[config.mk]
export PLATFORM = sky130hd
export DESIGN_NAME = htm_rwst_table
export DESIGN_NICKNAME = d
export VERILOG_FILES = /design/src/hw/rtl/htm_rwst_pkg.sv /design/src/hw/rtl/htm_rwst_table.sv
export VERILOG_INCLUDE_DIRS = /design/src /design/src/hw/rtl
export SDC_FILE = /design/constraint.sdc
export NUM_CORES = 2
export LEC_CHECK = 0
export BUFFER_PORTS_ARGS = -buffer_cell sky130_fd_sc_hd__buf_2
export CAP_MARGIN = 0
export CORE_MARGIN = 3
export CORE_UTILIZATION = 40
export DETAILED_ROUTE_END_ITERATION = 6
export PLACE_DENSITY_LB_ADDON = 0.25
export SYNTH_ARGS = -nofsm -noshare
export SYNTH_HDL_FRONTEND = slang
export SYNTH_SLANG_ARGS = --single-unit
[constraint.sdc]
create_clock -name clk -period 20.5 [get_ports clk]
set_input_delay 4.1 -clock clk [delete_from_list [all_inputs] [get_ports clk]]
set_output_delay 4.1 -clock clk [all_outputs]
set_load 0.01 [all_outputs]
[src/hw/rtl/htm_read_write_set_tracker_top_defines.svh]
// Assertion macros used by the read/write set tracker RTL.
`ifndef HTM_READ_WRITE_SET_TRACKER_TOP_DEFINES_SVH
`define HTM_READ_WRITE_SET_TRACKER_TOP_DEFINES_SVH
`ifndef SYNTHESIS
// invariant sampled on every clock edge out of reset
`define HTMRW_ASSERT(lbl, cond, msg) \
  lbl: assert property (@(posedge clk) disable iff (rst) (cond)) else $error(msg);
// consequence checked in the cycle after the trigger
`define HTMRW_ASSERT_NEXT(lbl, ante, cons, msg) \
  lbl: assert property (@(posedge clk) disable iff (rst) (ante) |=> (cons)) else $error(msg);
`else
`define HTMRW_ASSERT(lbl, cond, msg)
`define HTMRW_ASSERT_NEXT(lbl, ante, cons, msg)
`endif
`endif

[src/hw/rtl/htm_rwst_pkg.sv]
// Types and constants of the transactional read/write set tracker.
package htm_rwst_pkg;

  localparam int ENTRIES_DEF   = 64;
  localparam int ADDR_BITS_DEF = 48;
  localparam int KIND_W        = 4;
  localparam int SIZE_W        = 7;
  localparam int CFG_DATA_W    = 4;
  localparam int CFG_IDX_W     = 1;
  localparam int OFFSET_W      = 4;

  localparam logic [OFFSET_W-1:0] OFFSET_MAX      = 4'd12;
  localparam logic [OFFSET_W-1:0] LINE_OFFSET_RST = 4'd6;

  typedef enum logic [KIND_W-1:0] {
    KIND_ADD_READ    = 4'd0,
    KIND_RETIRE_READ = 4'd1,
    KIND_ADD_WRITE   = 4'd2,
    KIND_RM_READ     = 4'd3,
    KIND_RM_WRITE    = 4'd4,
    KIND_REDIRECT    = 4'd5,
    KIND_QUERY       = 4'd6,
    KIND_BEGIN       = 4'd7,
    KIND_CLEAR_ALL   = 4'd8,
    KIND_REL_READ    = 4'd9
  } kind_t;

  typedef enum logic [1:0] {
    ST_OK      = 2'd0,
    ST_MISSING = 2'd1,
    ST_FULL    = 2'd2,
    ST_CHECK   = 2'd3
  } status_t;

  typedef enum logic [1:0] {
    RS_EXECUTED   = 2'd0,
    RS_OVERTAKING = 2'd1,
    RS_RETIRED    = 2'd2
  } rd_state_t;

  typedef enum logic [CFG_IDX_W-1:0] {
    CFG_LINE_OFFSET = 1'd0,
    CFG_PRECISE     = 1'd1
  } cfg_idx_t;

  typedef struct packed {
    logic                hit_read;
    logic                read_retired;
    logic                read_overtaking;
    logic                hit_write;
    logic                hit_redirect;
    logic [SIZE_W-1:0]   read_set_size;
    logic [SIZE_W-1:0]   write_set_size;
    status_t             status;
  } res_t;

endpackage

[src/hw/rtl/htm_rwst_table.sv]
// Fully associative line table: tag match, allocation, mark update and set counts.
`include "htm_read_write_set_tracker_top_defines.svh"

module htm_rwst_table #(
  parameter int ENTRIES   = htm_rwst_pkg::ENTRIES_DEF,
  parameter int ADDR_BITS = htm_rwst_pkg::ADDR_BITS_DEF
) (
  input  logic                  clk,
  input  logic                  rst,
  input  logic                  en,
  input  htm_rwst_pkg::kind_t   kind,
  input  logic [ADDR_BITS-1:0]  line,
  input  logic                  outside,
  input  logic                  precise,
  output htm_rwst_pkg::res_t    res
);
  import htm_rwst_pkg::*;

  localparam int CNT_W = $clog2(ENTRIES + 1);

  logic [ADDR_BITS-1:0] line_tag [ENTRIES];
  logic [ENTRIES-1:0]   read_mark, write_mark, redirect_mark;
  rd_state_t            read_state [ENTRIES];
  logic [CNT_W-1:0]     read_count, write_count;

  logic [ENTRIES-1:0] in_use, match, free_oh, tgt;
  logic [ENTRIES-1:0] read_mark_next, write_mark_next, redirect_mark_next;
  rd_state_t          read_state_next [ENTRIES];
  logic [CNT_W-1:0]   read_count_next, write_count_next;
  logic               hit, has_free, alloc_kind, any_unretired;
  logic               cur_r, cur_w, cur_d, new_r, new_w, new_d;
  rd_state_t          cur_s, new_s;
  status_t            status;

  always_comb begin
    in_use   = read_mark | write_mark | redirect_mark;
    // lowest free entry
    free_oh  = ~in_use & (in_use + ENTRIES'(1));
    has_free = |(~in_use);
    cur_r = 1'b0;
    cur_w = 1'b0;
    cur_d = 1'b0;
    cur_s = RS_EXECUTED;
    any_unretired = 1'b0;
    for (int i = 0; i < ENTRIES; i++) begin
      match[i] = in_use[i] && (line_tag[i] == line);
      cur_r |= match[i] & read_mark[i];
      cur_w |= match[i] & write_mark[i];
      cur_d |= match[i] & redirect_mark[i];
      cur_s = rd_state_t'(cur_s | ({2{match[i]}} & read_state[i]));
      any_unretired |= read_mark[i] && (read_state[i] != RS_RETIRED);
    end
    hit        = |match;
    alloc_kind = (kind == KIND_ADD_READ) || (kind == KIND_ADD_WRITE) ||
                 (kind == KIND_REDIRECT);
    tgt        = hit ? match : ((alloc_kind && has_free) ? free_oh : '0);

    new_r  = cur_r;
    new_w  = cur_w;
    new_d  = cur_d;
    new_s  = cur_s;
    status = ST_OK;
    read_count_next  = read_count;
    write_count_next = write_count;

    unique case (kind)
      KIND_ADD_READ: begin
        if (!hit && !has_free) begin
          status = ST_FULL;
        end else if (!cur_r) begin
          new_r = 1'b1;
          new_s = outside ? RS_OVERTAKING : RS_EXECUTED;
          read_count_next = read_count + CNT_W'(1);
        end
      end
      KIND_RETIRE_READ: begin
        if (!cur_r) status = ST_MISSING;
        else        new_s = RS_RETIRED;
      end
      KIND_ADD_WRITE: begin
        if (!hit && !has_free) begin
          status = ST_FULL;
        end else if (!cur_w) begin
          new_w = 1'b1;
          write_count_next = write_count + CNT_W'(1);
        end
      end
      KIND_RM_READ: begin
        if (!cur_r) begin
          status = ST_MISSING;
        end else begin
          new_r = 1'b0;
          new_s = RS_EXECUTED;
          read_count_next = read_count - CNT_W'(1);
        end
      end
      KIND_RM_WRITE: begin
        if (!cur_w) begin
          status = ST_MISSING;
        end else begin
          new_w = 1'b0;
          write_count_next = write_count - CNT_W'(1);
        end
      end
      KIND_REDIRECT: begin
        if (!hit && !has_free) status = ST_FULL;
        else                   new_d = 1'b1;
      end
      KIND_QUERY: begin
        if (cur_r && ((precise && cur_s != RS_RETIRED) ||
                      (outside && cur_s == RS_RETIRED)))
          status = ST_CHECK;
      end
      KIND_BEGIN: begin
        new_w = 1'b0;
        write_count_next = '0;
      end
      KIND_CLEAR_ALL: begin
        if (precise && any_unretired) status = ST_CHECK;
        new_r = 1'b0;
        new_w = 1'b0;
        new_d = 1'b0;
        new_s = RS_EXECUTED;
        read_count_next  = '0;
        write_count_next = '0;
      end
      KIND_REL_READ: begin
        new_r = 1'b0;
        new_s = RS_EXECUTED;
        read_count_next = '0;
      end
      default: begin
      end
    endcase

    for (int i = 0; i < ENTRIES; i++) begin
      read_mark_next[i]     = tgt[i] ? new_r : read_mark[i];
      write_mark_next[i]    = tgt[i] ? new_w : write_mark[i];
      redirect_mark_next[i] = tgt[i] ? new_d : redirect_mark[i];
      read_state_next[i]    = tgt[i] ? new_s : read_state[i];
      if (kind == KIND_BEGIN || kind == KIND_CLEAR_ALL) write_mark_next[i] = 1'b0;
      if (kind == KIND_CLEAR_ALL) redirect_mark_next[i] = 1'b0;
      if (kind == KIND_CLEAR_ALL || kind == KIND_REL_READ) begin
        read_mark_next[i]  = 1'b0;
        read_state_next[i] = RS_EXECUTED;
      end
    end

    res.hit_read        = new_r;
    res.read_retired    = new_r && (new_s == RS_RETIRED);
    res.read_overtaking = new_r && (new_s == RS_OVERTAKING);
    res.hit_write       = new_w;
    res.hit_redirect    = new_d;
    res.read_set_size   = SIZE_W'(read_count_next);
    res.write_set_size  = SIZE_W'(write_count_next);
    res.status          = status;
  end

  // tags need no reset: a tag is only compared while its entry is marked
  always_ff @(posedge clk) begin
    if (en) begin
      for (int i = 0; i < ENTRIES; i++) begin
        if (tgt[i]) line_tag[i] <= line;
      end
    end
  end

  always_ff @(posedge clk) begin
    if (rst) begin
      read_mark     <= '0;
      write_mark    <= '0;
      redirect_mark <= '0;
      read_count    <= '0;
      write_count   <= '0;
      for (int i = 0; i < ENTRIES; i++) read_state[i] <= RS_EXECUTED;
    end else if (en) begin
      read_mark     <= read_mark_next;
      write_mark    <= write_mark_next;
      redirect_mark <= redirect_mark_next;
      read_count    <= read_count_next;
      write_count   <= write_count_next;
      for (int i = 0; i < ENTRIES; i++) read_state[i] <= read_state_next[i];
    end
  end

  `HTMRW_ASSERT(a_match_onehot, $onehot0(match), "line matches more than one live entry")
  `HTMRW_ASSERT(a_read_count, read_count == CNT_W'($countones(read_mark)), "read count drifted")
  `HTMRW_ASSERT(a_write_count, write_count == CNT_W'($countones(write_mark)), "write count drifted")
  `HTMRW_ASSERT_NEXT(a_clear_all, en && kind == KIND_CLEAR_ALL, in_use == '0 && read_count == '0 && write_count == '0, "clear left live entries")
  `HTMRW_ASSERT_NEXT(a_full_hold, en && status == ST_FULL, $stable(read_mark) && $stable(write_mark) && $stable(redirect_mark), "full table changed marks")

endmodule

==> impl_results.html <==
<table>
<tr><th>Metric</th><th>Value</th></tr>
<tr><th colspan="2">Synth</th></tr>
<tr><td>Register bit count reported by yosys</td><td>3406</td></tr>
<tr><td>Area fraction of the dominant cell type after synthesis</td><td>0.615</td></tr>
<tr><td>Top area cells in the synthesized netlist</td><td>sky130_fd_sc_hd__edfxtp_1 61%, sky130_fd_sc_hd__xor2_1 12%, sky130_fd_sc_hd__xnor2_1 5.5%</td></tr>
<tr><td>Seq/Total Area, Yosys</td><td>0.641</td></tr>
<tr><td>Number of distinct library cell variants in the gate-level netlist after synthesis</td><td>90</td></tr>
<tr><td>Number of nets in the synthesized netlist</td><td>11351</td></tr>
<tr><td>Number of standard cells after synthesis</td><td>11290</td></tr>
<tr><td>Number of enable flip-flop cells after synthesis</td><td>3200</td></tr>
<tr><td>Netlist Area Pre-Place</td><td>0.156 mm^2</td></tr>
<tr><td>Ys Warns</td><td>0</td></tr>
<tr><td>Share of async-settable or async-resettable flops after synthesis</td><td>0</td></tr>
<tr><td>Cell type with the highest aggregate area in the netlist</td><td>sky130_fd_sc_hd__edfxtp_1</td></tr>
<tr><td>Average instance area after synthesis</td><td>13.8 um^2</td></tr>
<tr><td>Prevailing post-synth register cell</td><td>sky130_fd_sc_hd__edfxtp_1</td></tr>
<tr><th colspan="2">Place</th></tr>
<tr><td>GP Congestion</td><td>1.04</td></tr>
<tr><td>Placed inst area</td><td>0.165 mm^2</td></tr>
<tr><td>Count of buffers inserted at the top-level ports</td><td>77</td></tr>
<tr><td>Post-detailed-placement half-perimeter wirelength</td><td>402000 um</td></tr>
<tr><th colspan="2">Timing</th></tr>
<tr><td># setup viols final</td><td>0</td></tr>
<tr><td>Unrepaired setup endpoints after global routing</td><td>no</td></tr>
<tr><td>Slew Limit Headroom</td><td>-0.0555</td></tr>
<tr><td>Setup clock skew after layout</td><td>86.5 ps</td></tr>
<tr><td>Clock period minus worst slack</td><td>15380 ps</td></tr>
<tr><td>Pins Over Slew Limit</td><td>2</td></tr>
<tr><td>Final hold violation count</td><td>0</td></tr>
<tr><td>Final worst path period share</td><td>0.750</td></tr>
<tr><td>Achievable clock frequency</td><td>65.0 MHz</td></tr>
<tr><td>Post-Route Setup TNS</td><td>0 ps</td></tr>
<tr><td>Worst Max-Slew Pin Slew</td><td>1540 ps</td></tr>
<tr><th colspan="2">Drt</th></tr>
<tr><td>Pre-antenna DRT Iters</td><td>7</td></tr>
<tr><td>DRT iter0 DRCs</td><td>16277</td></tr>
<tr><td>Detailed-route vias per instance</td><td>6.22</td></tr>
<tr><td>Wirelength per Cell</td><td>35.6 um</td></tr>
<tr><td>Total via count after detailed routing</td><td>106978</td></tr>
<tr><td>Total Routed Length</td><td>613000 um</td></tr>
<tr><td>Antenna-violating nets left</td><td>0</td></tr>
<tr><td>DRC violation count after routing</td><td>0</td></tr>
<tr><th colspan="2">Critical path</th></tr>
<tr><td>Endpoint required time on the critical path</td><td>16400 ps</td></tr>
<tr><td>End point of the critical path</td><td>res[2]</td></tr>
<tr><td>Capturing point of the worst reg2reg path</td><td>read_mark[45]</td></tr>
<tr><td>Number of logic stages on the critical path including buffering</td><td>16</td></tr>
<tr><td>Highest net fanout along the worst path</td><td>46</td></tr>
<tr><td>Source of the critical timing path</td><td>line[23]</td></tr>
<tr><td>Startpoint class of the critical path</td><td>input port</td></tr>
<tr><td>Number of cells traversed by the worst register-to-register path</td><td>14</td></tr>
<tr><td>Type of the setup path with the least slack</td><td>input port to primary output</td></tr>
<tr><td>Highest cell delay on the worst timing path</td><td>1320 ps</td></tr>
<tr><td>Critical Path Sink Type</td><td>primary output</td></tr>
<tr><td>Kind of cell adding the most delay to the critical path</td><td>simple AND/OR/NAND/NOR gates</td></tr>
<tr><td>Critical R2R Launch</td><td>read_mark[5]</td></tr>
<tr><td>Standard cell with the maximum stage delay on the critical path</td><td>sky130_fd_sc_hd__a2111oi_0</td></tr>
<tr><td>CP dominant cell by count</td><td>sky130_fd_sc_hd__buf_4</td></tr>
<tr><td>Data arrival time at the worst-slack endpoint</td><td>11280 ps</td></tr>
<tr><td>Reg-to-reg slack, setup</td><td>13340 ps</td></tr>
<tr><td>Series of cell instances along the critical path</td><td>buf_8 -&gt; buf_4 -&gt; buf_4 -&gt; xor2_1 -&gt; nor4_1 -&gt; nand4_1 -&gt; nor3_2 -&gt; buf_4 -&gt; a2111oi_0 -&gt; nand4_1 -&gt; or4_1 -&gt; nor2_1 -&gt; nor2_1 -&gt; a2111o_1 -&gt; o21ai_0 -&gt; buf_2</td></tr>
<tr><td>Critical path buffers and inverters</td><td>5</td></tr>
<tr><th colspan="2">Finish</th></tr>
<tr><td>Nets@finish</td><td>11745</td></tr>
<tr><td>Most frequent standard cell in the layout excluding fill and tap cells</td><td>sky130_fd_sc_hd__edfxtp_1</td></tr>
<tr><td>Fraction of final layout cells sized beyond drive strength 1</td><td>0.0974</td></tr>
<tr><td>Area used by sequential logic in the layout</td><td>0.100 mm^2</td></tr>
<tr><td>Total area of multi-input combinational cells</td><td>0.0533 mm^2</td></tr>
<tr><td>Top library cells by usage in the layout, fill and taps aside</td><td>3200 x sky130_fd_sc_hd__edfxtp_1, 2119 x sky130_fd_sc_hd__xor2_1, 1127 x sky130_fd_sc_hd__nor4_1, 982 x sky130_fd_sc_hd__xnor2_1, 647 x sky130_fd_sc_hd__nand4_1</td></tr>
<tr><td>Layout area overhead</td><td>13.1%</td></tr>
<tr><td>Design area</td><td>0.177 mm^2</td></tr>
<tr><td>Final-layout fill cell count</td><td>34618</td></tr>
<tr><th colspan="2">CTS</th></tr>
<tr><td>Clock insertion delay at the later pin of the skew report</td><td>980 ps</td></tr>
<tr><td>Post-CTS sizing</td><td>0</td></tr>
<tr><td>CTS max path bufs</td><td>4</td></tr>
<tr><td>Clock-pin slew reported for the worst setup and hold paths after clock tree synthesis</td><td>60 ps</td></tr>
<tr><td>Maximum level of the CTS H-tree</td><td>5</td></tr>
<tr><td>Clock tree root driver cell</td><td>sky130_fd_sc_hd__clkbuf_16</td></tr>
<tr><td>Clock buffer count from CTS</td><td>374</td></tr>
<tr><td>Clock tree from TritonCTS</td><td>built</td></tr>
<tr><td>Post CTS Setup Buffer Count</td><td>0</td></tr>
<tr><td>Hold bufs inserted after CTS</td><td>0</td></tr>
<tr><td>Number of clock sinks</td><td>3406</td></tr>
<tr><th colspan="2">Global routing</th></tr>
<tr><td>First-pass GRT wire length</td><td>836000 um</td></tr>
<tr><td>Met2 routing resource usage after global routing</td><td>0.442</td></tr>
<tr><td>Sum of overflow across all layers after global routing</td><td>0</td></tr>
<tr><td>Vias in the first global route</td><td>101509</td></tr>
<tr><td>Global Route Usage Sum</td><td>0.299</td></tr>
<tr><td>Met3 Usage GRT</td><td>0.0593</td></tr>
<tr><td>M1 GR Usage</td><td>0.421</td></tr>
<tr><td>GRT busiest layer</td><td>met2</td></tr>
<tr><td>Largest net degree at the start of global routing</td><td>68</td></tr>
<tr><td>Number of antenna violations at the first check in global routing</td><td>58</td></tr>
<tr><th colspan="2">Floorplanning</th></tr>
<tr><td>Die Span X</td><td>631 um</td></tr>
<tr><td>Height of the die</td><td>631 um</td></tr>
<tr><td>Die Area</td><td>0.398 mm^2</td></tr>
<tr><td># rows</td><td>228</td></tr>
<tr><td>Core Footprint</td><td>0.387 mm^2</td></tr>
<tr><td>I/O pin total</td><td>78</td></tr>
<tr><td>Initial core utilization</td><td>0.404</td></tr>
<tr><th colspan="2">Pwr</th></tr>
<tr><td>Pwr Density</td><td>87.0 mW/mm^2</td></tr>
<tr><td>Leakage component of the power</td><td>55.7 nW</td></tr>
<tr><td>VDD IR max</td><td>0.0708 mV</td></tr>
<tr><th colspan="2">Run status</th></tr>
<tr><td>Result of the run</td><td>complete, but fails checks</td></tr>
<tr><td>Violations in the final reports</td><td>capacitance limit, slew limit</td></tr>
<tr><th colspan="2">Hold path</th></tr>
<tr><td>Worst min-delay path category</td><td>register to register</td></tr>
<tr><td>Startpoint of the tightest hold check path</td><td>redirect_mark[11]</td></tr>
<tr><th colspan="2">Flow run</th></tr>
<tr><td>Number of maximum-capacitance violations</td><td>1</td></tr>
</table>
per-stage QoR:
step / total power [W] / hold WS, ps / worst slack (ps) / util / instances
4_1_cts: 0.0154 / 490 / 5550 / 0.456 / 17169
3_3_place_gp: 0.00876 / 461 / 5480 / 0.425 / 16482
3_5_place_dp: 0.00876 / 481 / 5550 / 0.425 / 16483
2_1_floorplan: 0.00829 / 447 / 9000 / - / 11290
5_1_grt: 0.0158 / 515 / 5230 / 0.456 / 17170
6_report: 0.0154 / 489 / 5120 / 0.457 / 17186
registers in the layout, summed over array words and instances, names as in the netlist:
register and cells:
write_mark 64, read_count 7, read_state 128, write_count 7, line_tag 3072, read_mark 64, redirect_mark 64
cell usage after synthesis (all sizes together) (89+ instances only):
cell type,count
edfxtp,3200
xor2,2120
nor4,1190
xnor2,982
nand4,647
buf,372
nand3,342
nand2,337
nor2,264
nor3,246
o21ai,208
dfxtp,206
inv,146
and4,106
or4,89
tightest hold or removal path, delay by kind of cell (launching register included):
family,cells,cell delay (ps)
DFF,1,320
and+or+nand+nor,1,60
AOI/OAI and AO/OA,1,60
routing by layer:
metal | vias up | wire length [um]
li1 | 44019 | -
met3 | 1331 | 66100
met4 | 24 | 34700
met2 | 7143 | 262000
met1 | 54461 | 250000
met5 | - | 154
worst min path at each step:
stage	endpoint	slack, ps	depth (start not counted)
floorplan	redirect_mark[46]	450	2
global placement	redirect_mark[60]	460	2
detailed placement	redirect_mark[17]	480	2
CTS	redirect_mark[11]	490	2
global route	redirect_mark[60]	510	2
finish	redirect_mark[11]	490	2
area by class of cell:
type                       count  share of cell area
sequential                  3406               0.567
multi-input combinational   7303               0.301
clock buffer                 472              0.0563
tap                         5175              0.0366
timing repair buffer         453              0.0238
clock inverter               214              0.0121
inverter                     146             0.00310
antenna                       17            0.000241
power breakdown:
part           internal [W]  switching, W
registers           0.00761     0.0000122
logic              0.000241      0.000768
clock network       0.00385       0.00290
cell families after synthesis:
kind of cell,synth area share
flip-flops,0.641
AO/OA/AOI/OAI,0.0244
adder cells (fa/ha/maj),0.000320
XOR/XNOR,0.174
buffers and inverters,0.0234
multiplexers,0.00308
AND/OR/NAND/NOR,0.134
No activity file was read; power rests on OpenSTA's default activity.
